==> src/hw/rtl/skst_pkg.sv <==
// sorted key set table: shared constants, transaction payload types,
// controller states and the command and status bundles
// no dependencies
package skst_pkg;

  localparam int TABLE_DEPTH = 256;
  localparam int KEY_BITS    = 32;
  localparam int IDX_W       = $clog2(TABLE_DEPTH);
  localparam int CNT_W       = $clog2(TABLE_DEPTH + 1);

  localparam logic [1:0] OP_INSERT = 2'd1;
  localparam logic [1:0] OP_REMOVE = 2'd2;

  typedef enum logic [2:0] {
    ST_FOUND     = 3'd0,
    ST_NOT_FOUND = 3'd1,
    ST_INSERTED  = 3'd2,
    ST_PRESENT   = 3'd3,
    ST_REMOVED   = 3'd4,
    ST_FULL      = 3'd5,
    ST_NULL      = 3'd6
  } status_t;

  typedef enum logic [1:0] {
    S_IDLE,
    S_CMP,
    S_RES,
    S_UPD
  } state_t;

  typedef struct packed {
    logic [1:0]  opcode;
    logic [31:0] key;
  } in_item_t;

  typedef struct packed {
    status_t    status;
    logic [7:0] position;
    logic [8:0] entry_count;
  } out_item_t;

  typedef struct packed {
    logic    load;
    logic    cmp;
    logic    res;
    logic    upd_ins;
    logic    upd_rem;
    logic    pos_keep;
    logic    out_load;
    status_t status;
  } ctl_cmd_t;

  typedef struct packed {
    logic       hit;
    logic       full;
    logic       null_key;
    logic [1:0] opcode;
  } dp_stat_t;

endpackage

==> src/hw/rtl/skst_ctrl.sv <==
// sorted key set table controller: sequences load, compare, resolve and
// update, and decides the result status
// depends on skst_pkg
module skst_ctrl import skst_pkg::*; (
  input  logic     clk,
  input  logic     rst_n,
  input  logic     in_valid,
  output logic     in_ready,
  input  logic     out_free,
  input  dp_stat_t stat,
  output ctl_cmd_t cmd
);

  state_t state_r, state_nxt;

  always_ff @(posedge clk) begin
    if (!rst_n) begin
      state_r <= S_IDLE;
    end else begin
      state_r <= state_nxt;
    end
  end

  always_comb begin
    state_nxt = state_r;
    in_ready  = 1'b0;
    cmd       = '0;
    cmd.status = ST_NOT_FOUND;
    case (state_r)
      S_IDLE: begin
        in_ready = 1'b1;
        if (in_valid) begin
          cmd.load  = 1'b1;
          state_nxt = S_CMP;
        end
      end
      S_CMP: begin
        cmd.cmp   = 1'b1;
        state_nxt = S_RES;
      end
      S_RES: begin
        cmd.res   = 1'b1;
        state_nxt = S_UPD;
      end
      S_UPD: begin
        if (out_free) begin
          cmd.out_load = 1'b1;
          state_nxt    = S_IDLE;
          if (stat.null_key) begin
            cmd.status = ST_NULL;
          end else begin
            case (stat.opcode)
              OP_INSERT: begin
                if (stat.hit) begin
                  cmd.status = ST_PRESENT;
                end else if (stat.full) begin
                  cmd.status = ST_FULL;
                end else begin
                  cmd.status   = ST_INSERTED;
                  cmd.upd_ins  = 1'b1;
                  cmd.pos_keep = 1'b1;
                end
              end
              OP_REMOVE: begin
                if (stat.hit) begin
                  cmd.status   = ST_REMOVED;
                  cmd.upd_rem  = 1'b1;
                  cmd.pos_keep = 1'b1;
                end
              end
              default: begin
                if (stat.hit) begin
                  cmd.status   = ST_FOUND;
                  cmd.pos_keep = 1'b1;
                end
              end
            endcase
          end
        end
      end
      default: begin
        state_nxt = S_IDLE;
      end
    endcase
  end

  a_one_update: assert property (@(posedge clk) disable iff (!rst_n)
    !(cmd.upd_ins && cmd.upd_rem))
    else $error("insert and remove in one cycle");

  a_update_with_result: assert property (@(posedge clk) disable iff (!rst_n)
    (cmd.upd_ins || cmd.upd_rem) |-> cmd.out_load)
    else $error("store changed without a result");

  a_accept_starts: assert property (@(posedge clk) disable iff (!rst_n)
    (in_valid && in_ready) |=> state_r == S_CMP)
    else $error("accepted transaction not compared");

endmodule

==> config.mk <==
export PLATFORM = sky130hd
export DESIGN_NAME = skst_ctrl
export DESIGN_NICKNAME = d
export VERILOG_FILES = /design/src/hw/rtl/skst_pkg.sv /design/src/hw/rtl/skst_ctrl.sv
export SDC_FILE = /design/constraint.sdc
export NUM_CORES = 1
export LEC_CHECK = 0
export BUFFER_PORTS_ARGS = -buffer_cell sky130_fd_sc_hd__buf_2
export CORE_AREA = 5 5 42 44
export DETAILED_ROUTE_END_ITERATION = 8
export DIE_AREA = 0 0 47 49
export GPL_ROUTABILITY_DRIVEN = 0
export PLACE_DENSITY_LB_ADDON = 0.15
export SYNTH_ARGS = -nofsm -noshare
export SYNTH_HDL_FRONTEND = slang
export SYNTH_SLANG_ARGS = --single-unit
==> constraint.sdc <==
create_clock -name clk -period 1.6 [get_ports clk]
set_input_delay 0.32 -clock clk [delete_from_list [all_inputs] [get_ports clk]]
set_output_delay 0.32 -clock clk [all_outputs]
set_load 0.01 [all_outputs]
==> Word-level counts from Yosys, hierarchy flattened <==
Cells that the tools add are included.
{ "totals": {"regBits": 2, "out_inout_bits": 11, "elab_cells": 34, "input_bits": 9} }
{ "classes": {"n_eq_ne": 7, "n_reduce_logical": 2, "n_mux": 24} }
{ "ops": {"columns": ["operator", "n"], "rows": [
  ["2-to-1 mux 3 bit", 5],
  ["2-to-1 mux 7 bit", 2],
  ["2-to-1 mux 1 bit", 11],
  ["one-hot mux 2 bit (4 select lines)", 1],
  ["equality test 2 bit (second input constant)", 3],
  ["2-to-1 mux 2 bit", 3],
  ["one-hot mux 3 bit (2 select lines)", 1],
  ["equality test 2 x 1 -> 1 bit (second input constant)", 2],
  ["!= test 2 bit (second input constant)", 2],
  ["logical NOT 2 bit", 1],
  ["one-hot mux 1 bit (2 select lines)", 1],
  ["AND reduction 2 bit", 1]
]} }

==> Longest topological paths before layout <==
{ "logic_depth": {"ltp_word": 6, "ltp_mapped": 5, "ltp_nobuf": 5} }

==> Worst setup path after synthesis <==
Ideal clock, no wire load.
{ "synth_path": {"path_kind": "in2out", "from": "in stat[0] (netlist name)", "to": "out cmd[0] (netlist name)", "n_path_buf": 0, "path_slack_ns": 0.126, "t_arrival_ns": 1.154, "stages": 4, "t_required_ns": 1.280, "path_cell_list": "inv_1 ha_1 o32a_1 o21ai_2"} }
{ "synth_rtl": {"columns": ["item", "line", "text"], "rows": [
  ["from (decl)", "skst_ctrl.sv:10", "input dp_stat_t stat,"],
  ["to (decl)", "skst_ctrl.sv:11", "output ctl_cmd_t cmd"]
]} }

==> flow_metrics.tcl <==
set metrics [dict create \
    critPathCaptureType "output pin" \
    grt_first_pass_wirelength_um 1331 \
    syn-num-nets 60 \
    reg.largest.list "state_r x2" \
    num-nets-final 87 \
    clkTransAtPathRegs_ps 30 \
    synth.cell_area_um2 310.3 \
    drv_slew 0 \
    die_area_mm2 0.002303 \
    drt-initial-drc-count 3 \
    finalPower_uw 542.8 \
    vias 376 \
    port-buffer-count 19 \
    hold_ws_ps 382.1 \
    cp.required_ps 1280 \
    tightest_slew_ps 282.0 \
    cts_hold_buf 0 \
    setup_violations 0 \
    regMostFlops "state_r" \
    period_minus_slack_ps 1595 \
    routedWlPerCell_um 11.22 \
    hpwl_um 683.4 \
    cts_root_buf "clkbuf_4" \
    antenna_cells 0 \
    grt_max_degree 7 \
    p_leak_nw 0.2781 \
    placeableCoreArea_mm2 0.001401 \
    vias_per_cell 4.424 \
    layout_commonest_cell "buf_2" \
    ys_ff_latch 2 \
    die_x_um 47 \
    n_fill_cell 162 \
    clock_latency_ps 220 \
    layout_common_cells "17 x buf_2, 7 x inv_1, 7 x nand2_1, 4 x buf_4" \
    skew_ps 3.402 \
    dpl_cell_area_um2 447.9 \
    hold_path_class "input pin to flop" \
    rrSetupSlack_ps 300 \
    ant_nets 0 \
    powerDensity_mw_per_mm2 1025 \
    drive_above_1_share 0.5507 \
    grt_setup_unrepaired "true" \
    crit_fanout 3 \
    die_h_um 49 \
    max-clock-path-buffers 2 \
    syn_to_final_growth_pct 70.56 \
    cts_buffers 3 \
    status "finished, final reports clean" \
    cts_tree "yes" \
    synth.distinct_cells 17 \
    drc_errors 0 \
    grt_overflow 0 \
    avgSynthCellArea_um2 7.052 \
    wirelength_um 954 \
    cts_setup_buffers 0 \
    fp-row-count 14 \
    grt_usage 0.07590 \
    max-slew-margin-rel 0.8120 \
    hold_viol 0 \
    max-vdd-ir-drop_uv 516.6 \
    grt_pass1_vias 360 \
    syn_inst 44 \
    first_pass_iters 3 \
    cts.htree.levels 1 \
    path_class "input pin to output pin" \
    largest_reg_flops 2 \
    clock-sinks 2 \
    fin_crit_sh 0.9971 \
    cap_violations 0 \
    ys_seq_area_frac 0.1290 \
    ios 20 \
    fin_area_um2 529.3 \
    start_util 0.2214 \
    grt_antenna_before_repair 0 \
    setup-tns-final_ps 0 \
    yosysWarnings 0 \
    cp-start-kind "input pin" \
    fmax_ghz 0.6268 \
    arrival_ps 1280 \
]
-- power breakdown --
part	leakage (nW)	total [mW]	switching [mW]	internal [mW]
sequential	0.0168	0.0971	0.0202	0.0769
clock	0.0138	0.108	0.0255	0.0825
combinational	0.247	0.338	0.181	0.157
total	0.278	0.543	0.226	0.316
-- final cells by class --
class,instances,area [um2],area share
flip-flops and latches,2,41.29,0.07801
clock buffers,3,22.52,0.04255
well taps,16,20.02,0.03783
repair buffers,22,126.4,0.2388
inverters,10,40.04,0.07565
multi-input cells,32,279.0,0.5272
-- timing repair --
action	in CTS	in global routing
gates resized for setup	5	12
pin swaps	2	1
setup endpoints to repair	6	7
-- final timing paths --
kind                                  from  cells past startpoint         end
worst max-delay path               stat[1]                      7      cmd[0]
worst min register to register  state_r[0]                      2  state_r[0]
worst max register to register  state_r[1]                      6  state_r[0]
worst min-delay path                 rst_n                      3  state_r[0]
-- cell families after synthesis --
kind of cell	count (synthesis)	synth area share
AND/OR/NAND/NOR	13	0.1815
buffers and inverters	10	0.1210
multiplexers	2	0.06452
AO/OA/AOI/OAI	10	0.2218
flip-flops	2	0.1290
adder cells (fa/ha/maj)	7	0.2822
-- stage by stage --
step	setup slack, ps	std cells	util
floorplan	126.2	44	-
global placement	-90.45	82	0.3196
detailed placement	-93.84	82	0.3196
CTS	-3.862	85	0.3491
global route	-25.51	85	0.3777
finish	4.622	85	0.3777
-- synth_stat cells, drive strengths merged --
master	n	share of area
dfxtp	2	0.13
o22ai	1	0.020
o21ai	3	0.060
ha	7	0.28
o21a	1	0.024
o32a	1	0.032
nand2	8	0.097
a21oi	2	0.032
inv	10	0.12
a211oi	1	0.024
a211o	1	0.028
nor3	2	0.032
and2	1	0.020
nor2	2	0.032
mux2i	2	0.065
-- metal layers --
layer,vias up,GRT usage,part of all wire
li1,196,-,-
met4,0,0.02765,0
met5,-,0,0
met2,15,0.1154,0.49
met1,165,0.08734,0.41
met3,0,0.04059,0.094
-- worst max-delay path: stages --
cell and delay, ps:
buf_4 130, inv_2 60, ha_4 130, inv_2 50, o32a_1 340, o21ai_2 110, buf_2 140
No activity file was read; power rests on OpenSTA's default activity.
